**config.mk**
```make
export PLATFORM = sky130hd
export DESIGN_NAME = color_blob_centroid_flat
export DESIGN_NICKNAME = d
export VERILOG_FILES = /design/src/rtl/cbc_pkg.sv /design/src/rtl/cbc_pixel_if.sv /design/src/rtl/cbc_result_if.sv /design/src/rtl/cbc_div.sv /design/src/rtl/cbc_ctrl.sv /design/src/rtl/cbc_dp.sv /design/src/rtl/color_blob_centroid.sv /design/src/flat_wrapper.sv
export SDC_FILE = /design/constraint.sdc
export NUM_CORES = 2
export LEC_CHECK = 0
export BUFFER_PORTS_ARGS = -buffer_cell sky130_fd_sc_hd__clkbuf_2
export CORE_ASPECT_RATIO = 1.25
export CORE_MARGIN = 3
export CORE_UTILIZATION = 30
export CTS_BUF_LIST = sky130_fd_sc_hd__clkbuf_2
export DETAILED_ROUTE_END_ITERATION = 10
export GPL_ROUTABILITY_DRIVEN = 1
export HOLD_SLACK_MARGIN = 0.08
export SYNTH_ARGS = -nofsm -noshare
export SYNTH_HDL_FRONTEND = slang
export SYNTH_SLANG_ARGS = --single-unit
```
**constraint.sdc**
```tcl
create_clock -name clk -period 12.53 [get_ports clk]
set_clock_uncertainty 0.1 [all_clocks]
set_input_delay 3.759 -clock clk [delete_from_list [all_inputs] [get_ports clk]]
set_output_delay 3.759 -clock clk [all_outputs]
set_load 0.02 [all_outputs]
```
**src/rtl/cbc_pkg.sv**
```systemverilog
// Shared types and constants for the color blob centroid block.
package cbc_pkg;

	// Frame size limits.
	localparam int MAX_WIDTH  = 2048;
	localparam int MAX_HEIGHT = 2048;

	localparam int COL_W     = $clog2(MAX_WIDTH);
	localparam int ROW_W     = $clog2(MAX_HEIGHT);
	localparam int COUNT_MAX = MAX_WIDTH * MAX_HEIGHT;
	localparam int CNT_W     = $clog2(COUNT_MAX + 1);
	localparam int SUM_W     = CNT_W + ((COL_W > ROW_W) ? COL_W : ROW_W);

	// Shared divider sizing: pixel divisions use 17-bit dividends, 9-bit divisors.
	localparam int PIX_STEPS = 17;
	localparam int PIX_DVS_W = 9;
	localparam int DIV_N     = (SUM_W > PIX_STEPS) ? SUM_W : PIX_STEPS;
	localparam int DVS_W     = (CNT_W > PIX_DVS_W) ? CNT_W : PIX_DVS_W;
	localparam int STEP_W    = $clog2(DIV_N + 1);

	// Output field widths.
	localparam int CX_W = 11;
	localparam int MC_W = 23;

	// Configuration port.
	localparam int CFG_IDX_W  = 3;
	localparam int CFG_DATA_W = 30;

	localparam logic [CFG_IDX_W-1:0] REG_HUE_LOW  = 3'd0;
	localparam logic [CFG_IDX_W-1:0] REG_HUE_HIGH = 3'd1;
	localparam logic [CFG_IDX_W-1:0] REG_SAT_LOW  = 3'd2;
	localparam logic [CFG_IDX_W-1:0] REG_SAT_HIGH = 3'd3;
	localparam logic [CFG_IDX_W-1:0] REG_VAL_LOW  = 3'd4;
	localparam logic [CFG_IDX_W-1:0] REG_VAL_HIGH = 3'd5;
	localparam logic [CFG_IDX_W-1:0] REG_AREA_THR = 3'd6;

	// Register reset values.
	localparam logic [7:0]            HUE_LOW_RST  = 8'd40;
	localparam logic [7:0]            HUE_HIGH_RST = 8'd80;
	localparam logic [7:0]            SAT_LOW_RST  = 8'd100;
	localparam logic [7:0]            SAT_HIGH_RST = 8'd255;
	localparam logic [7:0]            VAL_LOW_RST  = 8'd100;
	localparam logic [7:0]            VAL_HIGH_RST = 8'd255;
	localparam logic [CFG_DATA_W-1:0] AREA_THR_RST = 30'd1000;

	// Which quantity the shared divider works on.
	typedef enum logic [1:0] {
		DSEL_SAT = 2'd0,
		DSEL_HUE = 2'd1,
		DSEL_X   = 2'd2,
		DSEL_Y   = 2'd3
	} div_sel_t;

	// Commands from controller to datapath.
	typedef struct packed {
		logic     latch_px;
		logic     div_start;
		div_sel_t div_sel;
		logic     cap_s;
		logic     cap_h;
		logic     clr_hs;
		logic     acc;
		logic     cap_x;
		logic     cap_y;
		logic     clr_xy;
		logic     load_out;
		logic     clear_frame;
	} cbc_cmd_t;

	// Status from datapath to controller.
	typedef struct packed {
		logic d_zero;
		logic frame_end;
		logic found;
		logic div_done;
	} cbc_stat_t;

endpackage

```
**src/rtl/cbc_pixel_if.sv**
```systemverilog
// Pixel input channel.
interface cbc_pixel_if;
	logic       valid;
	logic       ready;
	logic [7:0] blue;
	logic [7:0] green;
	logic [7:0] red;
	logic       row_end;
	logic       frame_end;

	modport source(output valid, blue, green, red, row_end, frame_end, input ready);
	modport sink(input valid, blue, green, red, row_end, frame_end, output ready);
endinterface

```
**src/rtl/cbc_result_if.sv**
```systemverilog
// Centroid result channel.
interface cbc_result_if;
	logic        valid;
	logic        ready;
	logic        found;
	logic [10:0] centroid_x;
	logic [10:0] centroid_y;
	logic [22:0] marked_count;

	modport source(output valid, found, centroid_x, centroid_y, marked_count, input ready);
	modport sink(input valid, found, centroid_x, centroid_y, marked_count, output ready);
endinterface

```
**src/rtl/cbc_div.sv**
```systemverilog
// Restoring divider, one quotient bit per cycle.
module cbc_div (
	input  logic                           clk,
	input  logic                           arst_n,
	input  logic                           start,
	input  logic [cbc_pkg::DIV_N-1:0]      dividend,
	input  logic [cbc_pkg::DVS_W-1:0]      divisor,
	input  logic [cbc_pkg::STEP_W-1:0]     steps,
	output logic                           done,
	output logic [cbc_pkg::DIV_N-1:0]      quotient
);

	logic [cbc_pkg::DIV_N-1:0]  dq_q;
	logic [cbc_pkg::DVS_W-1:0]  rem_q;
	logic [cbc_pkg::DVS_W-1:0]  dvs_q;
	logic [cbc_pkg::STEP_W-1:0] cnt_q;
	logic                       busy_q;
	logic                       done_q;
	logic [cbc_pkg::DVS_W:0]    rem_ext;
	logic                       ge;

	// Trial subtraction for one quotient bit.
	always_comb begin
		rem_ext = {rem_q, dq_q[cbc_pkg::DIV_N-1]};
		ge      = rem_ext >= {1'b0, dvs_q};
	end

	// Control of the iteration.
	always_ff @(posedge clk or negedge arst_n) begin
		if (!arst_n) begin
			busy_q <= 1'b0;
			done_q <= 1'b0;
			cnt_q  <= '0;
		end else begin
			done_q <= 1'b0;
			if (start) begin
				busy_q <= 1'b1;
				cnt_q  <= steps;
			end else if (busy_q) begin
				cnt_q <= cnt_q - 1'b1;
				if (cnt_q == cbc_pkg::STEP_W'(1)) begin
					busy_q <= 1'b0;
					done_q <= 1'b1;
				end
			end
		end
	end

	// Remainder and quotient shift register.
	always_ff @(posedge clk) begin
		if (start) begin
			dq_q  <= dividend;
			rem_q <= '0;
			dvs_q <= divisor;
		end else if (busy_q) begin
			rem_q <= ge ? cbc_pkg::DVS_W'(rem_ext - {1'b0, dvs_q})
			            : cbc_pkg::DVS_W'(rem_ext);
			dq_q  <= {dq_q[cbc_pkg::DIV_N-2:0], ge};
		end
	end

	assign done     = done_q;
	assign quotient = dq_q;

endmodule

```
**src/rtl/cbc_ctrl.sv**
```systemverilog
// Sequencer for pixel conversion, accumulation and frame-end division.
module cbc_ctrl (
	input  logic              clk,
	input  logic              arst_n,
	input  logic              in_valid,
	output logic              in_ready,
	output logic              out_valid,
	input  logic              out_ready,
	input  cbc_pkg::cbc_stat_t stat,
	output cbc_pkg::cbc_cmd_t  cmd
);

	typedef enum logic [8:0] {
		ST_IDLE   = 9'b000000001,
		ST_PREP   = 9'b000000010,
		ST_S_WAIT = 9'b000000100,
		ST_H_WAIT = 9'b000001000,
		ST_ACC    = 9'b000010000,
		ST_FEND   = 9'b000100000,
		ST_X_WAIT = 9'b001000000,
		ST_Y_WAIT = 9'b010000000,
		ST_FIN    = 9'b100000000
	} state_t;

	state_t state_q, state_d;
	logic   out_valid_q;
	logic   out_free;

	assign out_free  = !out_valid_q || out_ready;
	assign in_ready  = (state_q == ST_IDLE);
	assign out_valid = out_valid_q;

	// Next state and commands.
	always_comb begin
		state_d     = state_q;
		cmd         = '0;
		cmd.div_sel = cbc_pkg::DSEL_SAT;
		case (state_q)
			ST_IDLE: begin
				if (in_valid) begin
					cmd.latch_px = 1'b1;
					state_d      = ST_PREP;
				end
			end
			ST_PREP: begin
				if (stat.d_zero) begin
					cmd.clr_hs = 1'b1;
					state_d    = ST_ACC;
				end else begin
					cmd.div_start = 1'b1;
					cmd.div_sel   = cbc_pkg::DSEL_SAT;
					state_d       = ST_S_WAIT;
				end
			end
			ST_S_WAIT: begin
				if (stat.div_done) begin
					cmd.cap_s     = 1'b1;
					cmd.div_start = 1'b1;
					cmd.div_sel   = cbc_pkg::DSEL_HUE;
					state_d       = ST_H_WAIT;
				end
			end
			ST_H_WAIT: begin
				if (stat.div_done) begin
					cmd.cap_h = 1'b1;
					state_d   = ST_ACC;
				end
			end
			ST_ACC: begin
				cmd.acc = 1'b1;
				state_d = stat.frame_end ? ST_FEND : ST_IDLE;
			end
			ST_FEND: begin
				if (stat.found) begin
					cmd.div_start = 1'b1;
					cmd.div_sel   = cbc_pkg::DSEL_X;
					state_d       = ST_X_WAIT;
				end else begin
					cmd.clr_xy = 1'b1;
					state_d    = ST_FIN;
				end
			end
			ST_X_WAIT: begin
				cmd.div_sel = cbc_pkg::DSEL_X;
				if (stat.div_done) begin
					cmd.cap_x     = 1'b1;
					cmd.div_start = 1'b1;
					cmd.div_sel   = cbc_pkg::DSEL_Y;
					state_d       = ST_Y_WAIT;
				end
			end
			ST_Y_WAIT: begin
				cmd.div_sel = cbc_pkg::DSEL_Y;
				if (stat.div_done) begin
					cmd.cap_y = 1'b1;
					state_d   = ST_FIN;
				end
			end
			ST_FIN: begin
				if (out_free) begin
					cmd.load_out    = 1'b1;
					cmd.clear_frame = 1'b1;
					state_d         = ST_IDLE;
				end
			end
			default: begin
				state_d = ST_IDLE;
			end
		endcase
	end

	// State and output valid flag.
	always_ff @(posedge clk or negedge arst_n) begin
		if (!arst_n) begin
			state_q     <= ST_IDLE;
			out_valid_q <= 1'b0;
		end else begin
			state_q <= state_d;
			if (cmd.load_out)
				out_valid_q <= 1'b1;
			else if (out_ready)
				out_valid_q <= 1'b0;
		end
	end

endmodule

```
**src/rtl/cbc_dp.sv**
```systemverilog
// Datapath: HSV conversion, thresholding, moment sums and centroid results.
module cbc_dp (
	input  logic                              clk,
	input  logic                              arst_n,
	input  logic                              cfg_we,
	input  logic [cbc_pkg::CFG_IDX_W-1:0]     cfg_index,
	input  logic [cbc_pkg::CFG_DATA_W-1:0]    cfg_data,
	input  logic [7:0]                        px_blue,
	input  logic [7:0]                        px_green,
	input  logic [7:0]                        px_red,
	input  logic                              px_row_end,
	input  logic                              px_frame_end,
	input  cbc_pkg::cbc_cmd_t                 cmd,
	output cbc_pkg::cbc_stat_t                stat,
	output logic                              res_found,
	output logic [cbc_pkg::CX_W-1:0]          res_cx,
	output logic [cbc_pkg::CX_W-1:0]          res_cy,
	output logic [cbc_pkg::MC_W-1:0]          res_count
);

	localparam int DIV_N = cbc_pkg::DIV_N;
	localparam int DVS_W = cbc_pkg::DVS_W;

	// Configuration registers.
	logic [7:0]                     hue_low_q, hue_high_q, sat_low_q, sat_high_q;
	logic [7:0]                     val_low_q, val_high_q;
	logic [cbc_pkg::CFG_DATA_W-1:0] area_thr_q;

	always_ff @(posedge clk or negedge arst_n) begin
		if (!arst_n) begin
			hue_low_q  <= cbc_pkg::HUE_LOW_RST;
			hue_high_q <= cbc_pkg::HUE_HIGH_RST;
			sat_low_q  <= cbc_pkg::SAT_LOW_RST;
			sat_high_q <= cbc_pkg::SAT_HIGH_RST;
			val_low_q  <= cbc_pkg::VAL_LOW_RST;
			val_high_q <= cbc_pkg::VAL_HIGH_RST;
			area_thr_q <= cbc_pkg::AREA_THR_RST;
		end else if (cfg_we) begin
			case (cfg_index)
				cbc_pkg::REG_HUE_LOW:  hue_low_q  <= cfg_data[7:0];
				cbc_pkg::REG_HUE_HIGH: hue_high_q <= cfg_data[7:0];
				cbc_pkg::REG_SAT_LOW:  sat_low_q  <= cfg_data[7:0];
				cbc_pkg::REG_SAT_HIGH: sat_high_q <= cfg_data[7:0];
				cbc_pkg::REG_VAL_LOW:  val_low_q  <= cfg_data[7:0];
				cbc_pkg::REG_VAL_HIGH: val_high_q <= cfg_data[7:0];
				cbc_pkg::REG_AREA_THR: area_thr_q <= cfg_data;
				default: begin
				end
			endcase
		end
	end

	// Latched pixel.
	logic [7:0] b_q, g_q, r_q;
	logic       row_end_q, frame_end_q;

	always_ff @(posedge clk) begin
		if (cmd.latch_px) begin
			b_q         <= px_blue;
			g_q         <= px_green;
			r_q         <= px_red;
			row_end_q   <= px_row_end;
			frame_end_q <= px_frame_end;
		end
	end

	// Max, min and the hue and saturation numerators.
	logic [7:0]         mx, mn, d;
	logic signed [18:0] rs, gs, bs, ds, num, num_adj;
	logic [16:0]        sat_num, hue_num;

	always_comb begin
		mx = r_q;
		if (g_q > mx) mx = g_q;
		if (b_q > mx) mx = b_q;
		mn = r_q;
		if (g_q < mn) mn = g_q;
		if (b_q < mn) mn = b_q;
		d  = mx - mn;
		rs = signed'(19'(r_q));
		gs = signed'(19'(g_q));
		bs = signed'(19'(b_q));
		ds = signed'(19'(d));
		if (mx == r_q)
			num = 19'sd30 * (gs - bs);
		else if (mx == g_q)
			num = 19'sd60 * ds + 19'sd30 * (bs - rs);
		else
			num = 19'sd120 * ds + 19'sd30 * (rs - gs);
		num_adj = (num < 0) ? num + 19'sd180 * ds : num;
		hue_num = 17'(num_adj * 19'sd2 + ds);
		sat_num = 17'(19'd510 * 19'(d) + 19'(mx));
	end

	// Moment state.
	logic [cbc_pkg::COL_W-1:0] col_q;
	logic [cbc_pkg::ROW_W-1:0] row_q;
	logic [cbc_pkg::CNT_W-1:0] count_q;
	logic [cbc_pkg::SUM_W-1:0] xsum_q, ysum_q;

	// Shared divider operand selection.
	logic [DIV_N-1:0]            div_a;
	logic [DVS_W-1:0]            div_b;
	logic [cbc_pkg::STEP_W-1:0]  div_n;
	logic                        div_done;
	logic [DIV_N-1:0]            div_q;

	always_comb begin
		case (cmd.div_sel)
			cbc_pkg::DSEL_SAT: begin
				div_a = DIV_N'(sat_num) << (DIV_N - cbc_pkg::PIX_STEPS);
				div_b = DVS_W'({mx, 1'b0});
				div_n = cbc_pkg::STEP_W'(cbc_pkg::PIX_STEPS);
			end
			cbc_pkg::DSEL_HUE: begin
				div_a = DIV_N'(hue_num) << (DIV_N - cbc_pkg::PIX_STEPS);
				div_b = DVS_W'({d, 1'b0});
				div_n = cbc_pkg::STEP_W'(cbc_pkg::PIX_STEPS);
			end
			cbc_pkg::DSEL_X: begin
				div_a = DIV_N'(xsum_q);
				div_b = DVS_W'(count_q);
				div_n = cbc_pkg::STEP_W'(DIV_N);
			end
			default: begin
				div_a = DIV_N'(ysum_q);
				div_b = DVS_W'(count_q);
				div_n = cbc_pkg::STEP_W'(DIV_N);
			end
		endcase
	end

	cbc_div u_div (
		.clk      (clk),
		.arst_n   (arst_n),
		.start    (cmd.div_start),
		.dividend (div_a),
		.divisor  (div_b),
		.steps    (div_n),
		.done     (div_done),
		.quotient (div_q)
	);

	// Saturation and hue results.
	logic [7:0] s_q, h_q;
	logic [8:0] hq;

	assign hq = div_q[8:0];

	always_ff @(posedge clk) begin
		if (cmd.clr_hs) begin
			s_q <= '0;
			h_q <= '0;
		end else begin
			if (cmd.cap_s)
				s_q <= div_q[7:0];
			if (cmd.cap_h)
				h_q <= (hq >= 9'd180) ? 8'(hq - 9'd180) : hq[7:0];
		end
	end

	// Threshold test.
	logic marked;

	assign marked = (h_q >= hue_low_q) && (h_q <= hue_high_q) &&
	                (s_q >= sat_low_q) && (s_q <= sat_high_q) &&
	                (mx >= val_low_q) && (mx <= val_high_q) &&
	                (count_q < cbc_pkg::CNT_W'(cbc_pkg::COUNT_MAX));

	// Position counters and moment sums.
	always_ff @(posedge clk or negedge arst_n) begin
		if (!arst_n) begin
			col_q   <= '0;
			row_q   <= '0;
			count_q <= '0;
			xsum_q  <= '0;
			ysum_q  <= '0;
		end else if (cmd.clear_frame) begin
			col_q   <= '0;
			row_q   <= '0;
			count_q <= '0;
			xsum_q  <= '0;
			ysum_q  <= '0;
		end else if (cmd.acc) begin
			if (marked) begin
				count_q <= count_q + 1'b1;
				xsum_q  <= xsum_q + cbc_pkg::SUM_W'(col_q);
				ysum_q  <= ysum_q + cbc_pkg::SUM_W'(row_q);
			end
			if (!frame_end_q) begin
				if (row_end_q) begin
					col_q <= '0;
					if (row_q < cbc_pkg::ROW_W'(cbc_pkg::MAX_HEIGHT - 1))
						row_q <= row_q + 1'b1;
				end else if (col_q < cbc_pkg::COL_W'(cbc_pkg::MAX_WIDTH - 1)) begin
					col_q <= col_q + 1'b1;
				end
			end
		end
	end

	// Area test on the finished frame.
	logic found;

	assign found = (40'(count_q) * 40'd255) > 40'(area_thr_q);

	// Centroid quotients.
	logic [cbc_pkg::CX_W-1:0] cx_q, cy_q;

	always_ff @(posedge clk) begin
		if (cmd.clr_xy) begin
			cx_q <= '0;
			cy_q <= '0;
		end else begin
			if (cmd.cap_x)
				cx_q <= div_q[cbc_pkg::CX_W-1:0];
			if (cmd.cap_y)
				cy_q <= div_q[cbc_pkg::CX_W-1:0];
		end
	end

	// Output register.
	always_ff @(posedge clk) begin
		if (cmd.load_out) begin
			res_found <= found;
			res_cx    <= cx_q;
			res_cy    <= cy_q;
			res_count <= cbc_pkg::MC_W'(count_q);
		end
	end

	assign stat.d_zero    = (d == 8'd0);
	assign stat.frame_end = frame_end_q;
	assign stat.found     = found;
	assign stat.div_done  = div_done;

endmodule

```
**src/rtl/color_blob_centroid.sv**
```systemverilog
// Top level of the color blob centroid block.
// Pixel transactions are taken one at a time. A pixel whose channels differ passes
// from its acceptance to the next acceptance through the accept state, a setup state,
// two 17-step divisions on the shared restoring divider (saturation, then hue), and
// an accumulate state. A gray pixel skips the divisions. After the last pixel of a
// frame, the block passes through a frame-end state and a finish state when the area
// test fails. When the area test passes, the two 34-step centroid divisions come
// between those two states. The result transaction sits in an output register, so
// the next frame's pixels are taken while it waits. A further frame end then stalls
// until that result has been accepted.
module color_blob_centroid (
	input  logic                           clk,
	input  logic                           arst_n,
	input  logic                           cfg_we,
	input  logic [cbc_pkg::CFG_IDX_W-1:0]  cfg_index,
	input  logic [cbc_pkg::CFG_DATA_W-1:0] cfg_data,
	cbc_pixel_if.sink                      pixel,
	cbc_result_if.source                   result
);

	cbc_pkg::cbc_cmd_t  cmd;
	cbc_pkg::cbc_stat_t stat;

	cbc_ctrl u_ctrl (
		.clk       (clk),
		.arst_n    (arst_n),
		.in_valid  (pixel.valid),
		.in_ready  (pixel.ready),
		.out_valid (result.valid),
		.out_ready (result.ready),
		.stat      (stat),
		.cmd       (cmd)
	);

	cbc_dp u_dp (
		.clk          (clk),
		.arst_n       (arst_n),
		.cfg_we       (cfg_we),
		.cfg_index    (cfg_index),
		.cfg_data     (cfg_data),
		.px_blue      (pixel.blue),
		.px_green     (pixel.green),
		.px_red       (pixel.red),
		.px_row_end   (pixel.row_end),
		.px_frame_end (pixel.frame_end),
		.cmd          (cmd),
		.stat         (stat),
		.res_found    (result.found),
		.res_cx       (result.centroid_x),
		.res_cy       (result.centroid_y),
		.res_count    (result.marked_count)
	);

endmodule

```
**src/flat_wrapper.sv**
```systemverilog
// flat-port wrapper written by rule: the top's interface ports become plain ports
module color_blob_centroid_flat 
  (clk, arst_n, cfg_we, cfg_index, cfg_data, pixel_valid, pixel_blue, pixel_green, pixel_red, pixel_row_end, pixel_frame_end, pixel_ready, result_valid, result_found, result_centroid_x, result_centroid_y, result_marked_count, result_ready);
  cbc_pixel_if pixel_i ();
  cbc_result_if result_i ();
  input  logic clk;
  input  logic arst_n;
  input  logic cfg_we;
  input  logic [cbc_pkg::CFG_IDX_W-1:0] cfg_index;
  input  logic [cbc_pkg::CFG_DATA_W-1:0] cfg_data;
  input wire logic [$bits(pixel_i.valid)-1:0] pixel_valid;
  input wire logic [$bits(pixel_i.blue)-1:0] pixel_blue;
  input wire logic [$bits(pixel_i.green)-1:0] pixel_green;
  input wire logic [$bits(pixel_i.red)-1:0] pixel_red;
  input wire logic [$bits(pixel_i.row_end)-1:0] pixel_row_end;
  input wire logic [$bits(pixel_i.frame_end)-1:0] pixel_frame_end;
  output wire logic [$bits(pixel_i.ready)-1:0] pixel_ready;
  output wire logic [$bits(result_i.valid)-1:0] result_valid;
  output wire logic [$bits(result_i.found)-1:0] result_found;
  output wire logic [$bits(result_i.centroid_x)-1:0] result_centroid_x;
  output wire logic [$bits(result_i.centroid_y)-1:0] result_centroid_y;
  output wire logic [$bits(result_i.marked_count)-1:0] result_marked_count;
  input wire logic [$bits(result_i.ready)-1:0] result_ready;
  assign pixel_i.valid = pixel_valid;
  assign pixel_i.blue = pixel_blue;
  assign pixel_i.green = pixel_green;
  assign pixel_i.red = pixel_red;
  assign pixel_i.row_end = pixel_row_end;
  assign pixel_i.frame_end = pixel_frame_end;
  assign pixel_ready = pixel_i.ready;
  assign result_valid = result_i.valid;
  assign result_found = result_i.found;
  assign result_centroid_x = result_i.centroid_x;
  assign result_centroid_y = result_i.centroid_y;
  assign result_marked_count = result_i.marked_count;
  assign result_i.ready = result_ready;
  color_blob_centroid u_core (.clk(clk), .arst_n(arst_n), .cfg_we(cfg_we), .cfg_index(cfg_index), .cfg_data(cfg_data), .pixel(pixel_i), .result(result_i));
endmodule
```
==> out/results.ini <==
[die]
start_util=0.3029
io_pins=112
die_area_um2=123900
chipWidth_um=315.5
die_y_um=392.8
coreArea_um2=118600
fp-row-count=141

[setup_path]
critPathLaunchType=flip-flop
critPathCaptureType=flip-flop
arrival_ns=12.65
rrSetupSlack_ns=0.75
crit_slowest_cell=fa_1
reg2reg_depth=51
path_common_cell=a21oi_1
cp_max_fo=9
slowest_delay_ns=0.55
r2r_start=u_core.u_dp.r_q[2]
reg2reg_to=u_core.u_dp.u_div.quotient[32]
criticalPathCategory=flip-flop to flip-flop
cp.required_ns=13.40

[logic_synthesis]
synth_edf_count=129
syn-num-nets=4564
synthArstFlopShare=0.5238
syn_inst=3876
avgSynthCellArea_um2=9.266
synth_area_um2=35910
ys_ff_latch=399
synth_ff_type=dfrtp_1
yosysSeqAreaShare=0.2886
yosysWarnings=0
ys_types=102

[global_routing]
grt-ovfl-total=0
grt_max_degree=94
grt_pass1_wl_um=154800
use_met3=0.02672
met1_usage=0.2017
top_usage_layer=met2
grt_pass1_vias=28225
grt_antenna_before_repair=7
gr-usage-met2=0.2681
grtUsageTotal=0.1571

[drt]
route.detailed.drc=0
drt_first_pass_iters=5
drtIter0Drc=1447
vias=27984
ant_nets=0
post_drt_wl_per_cell_um=16.89
routed_via_density=4.840
wirelength_um=97650

[hold_path]
whs_path_depth=0
holdPathEnd=u_core.u_dp.res_cy[9]
hp-start=u_core.u_dp.cy_q[9]
hold_path_class=flip-flop to flip-flop

[outcome]
status=completed

[place]
dp_slack_ns=0.3144
dp_hpwl_um=77110
place_congestion=0.9277
io_buffers=111

[finish]
fin_nets=4793
drive_gt1_frac=0.1316
synthToLayoutAreaGrowth_pct=11.49

[clocking]
htree_levels=3
clock-root-buffer=clkbuf_2
cts_tree=built
cts_inserted_buffers=111
clk_latency_ns=1.27
cts.path.max_buffers=3
cts_hold_buffers=0
clk_pin_slew_ns=0.10
clock-sinks=399

[timing]
fin_tns_setup_ns=0
setup_ws_ns=0.7460
min_period_ns=11.78
setup_viol=0
relSlewSlack=0.2985
slew_viol_final=0
finalHoldViolCount=0
worst_pin_slew_ns=1.045
rsz0062_at_grt=no
fmax_ghz=0.08486
period_share=0.9405

[flow_run]
maxCapViolCount=0

==> synth_stat cells, types with 77 or more instances <==
| master | count | area [µm²] |
|---|---|---|
| nand3_1 | 95 | 475.5 |
| ha_1 | 429 | 5368 |
| mux2i_1 | 83 | 830.8 |
| edfxtp_1 | 129 | 3874 |
| a21oi_1 | 266 | 1331 |
| nor2_1 | 311 | 1167 |
| inv_1 | 505 | 1896 |
| dfrtp_1 | 176 | 4404 |
| xnor2_1 | 186 | 1629 |
| clkbuf_1 | 77 | 289.0 |
| fa_1 | 195 | 3904 |
| xor2_1 | 114 | 998.5 |
| nand2_1 | 271 | 1017 |
| o21ai_0 | 198 | 991.0 |
==> timing repair <==
action | in CTS | in global routing
buffers inserted | 0 | 12
resized for setup | 0 | 22
hold endpoints to repair | 0 | 0
setup endpoints to repair | 0 | 12
==> cell families after synthesis <==
logic type      share of synthesized area
xor+xnor                          0.07441
flops                              0.2886
mux                               0.04226
simple gates                       0.1351
buf+inv                           0.06355
compound gates                     0.1365
fa+ha+maj                          0.2595
==> metal layers <==
| layer | wire length [µm] | vias to the layer above | part of all wire |
|---|---|---|---|
| met3 | 4556 | 159 | 0.047 |
| li1 | - | 13774 | - |
| met1 | 43490 | 13507 | 0.45 |
| met4 | 2694 | 2 | 0.028 |
| met2 | 46900 | 542 | 0.48 |
| met5 | 13 | - | 0.00013 |
==> per-stage QoR <==
step / utilization / std cells / hold WS [ns] / cell area [µm²]
after floorplan: - / 3876 / 0.3076 / 35910
after global placement: 0.3272 / 5553 / 0.3154 / 38790
after detailed placement: 0.3272 / 5553 / 0.3191 / 38790
after CTS: 0.3361 / 5762 / 0.3148 / 39840
after global routing: 0.3377 / 5777 / 0.3548 / 40030
final: 0.3378 / 5782 / 0.3396 / 40040
==> flip-flops by register name, summed over array words and instances, names as in the netlist, 11 cells and up <==
register / cells
u_core.u_dp.u_div.quotient: 34
u_core.u_dp.xsum_q: 34
u_core.u_dp.row_q: 11
u_core.u_dp.u_div.rem_q: 23
u_core.u_dp.area_thr_q: 30
u_core.u_dp.res_cy: 11
u_core.u_dp.count_q: 23
u_core.u_dp.cx_q: 11
u_core.u_dp.col_q: 11
u_core.u_dp.ysum_q: 34
u_core.u_dp.cy_q: 11
u_core.u_dp.res_count: 23
u_core.u_dp.res_cx: 11
u_core.u_dp.u_div.dvs_q: 23
==> cells in the final DEF (no fill, tap or decap), types with 129 or more instances in the layout <==
master,n
ha_1,428
a21oi_1,257
edfxtp_1,129
nand2_1,269
nor2_1,311
clkbuf_2,272
fa_1,195
xnor2_1,186
dfrtp_1,176
o21ai_0,196
inv_1,504
==> layout make-up <==
type,instances,area [µm²]
diodes,8,20.02
clock buffers,162,810.8
clock inverters,47,241.5
fillers,12369,78510
inverters,509,1916
multi-input cells,2874,23410
flip-flops and latches,399,10370
well taps,1573,1968
repair buffers,210,1309
==> how the worst max path moves through the flow <==
stage,start,end,slack (ns),cells after the start
final,u_core.u_dp.r_q[2],u_core.u_dp.u_div.quotient[32],0.75,51
after global routing,u_core.u_dp.r_q[2],u_core.u_dp.u_div.quotient[32],0.05,51
after CTS,u_core.u_dp.g_q[2],u_core.u_dp.u_div.quotient[32],0.11,49
after detailed placement,u_core.u_dp.g_q[2],u_core.u_dp.u_div.quotient[26],0.31,47
after global placement,u_core.u_dp.g_q[2],u_core.u_dp.u_div.quotient[26],0.61,47
after floorplan,u_core.u_dp.g_q[2],u_core.u_dp.u_div.quotient[30],0.72,50
==> critical path: cells and delay by family (launching register included) <==
family          cells  cell delay, ns
mux                 1            0.27
compound gates     24            4.42
buf+inv             4            0.54
flops               1            0.48
xor+xnor            3            0.53
fa+ha+maj           9            3.36
simple gates       10            1.78
Power is left out: the tool's default activity adds up to more than one toggle a clock period on the data nets, which glitch-free logic cannot reach.
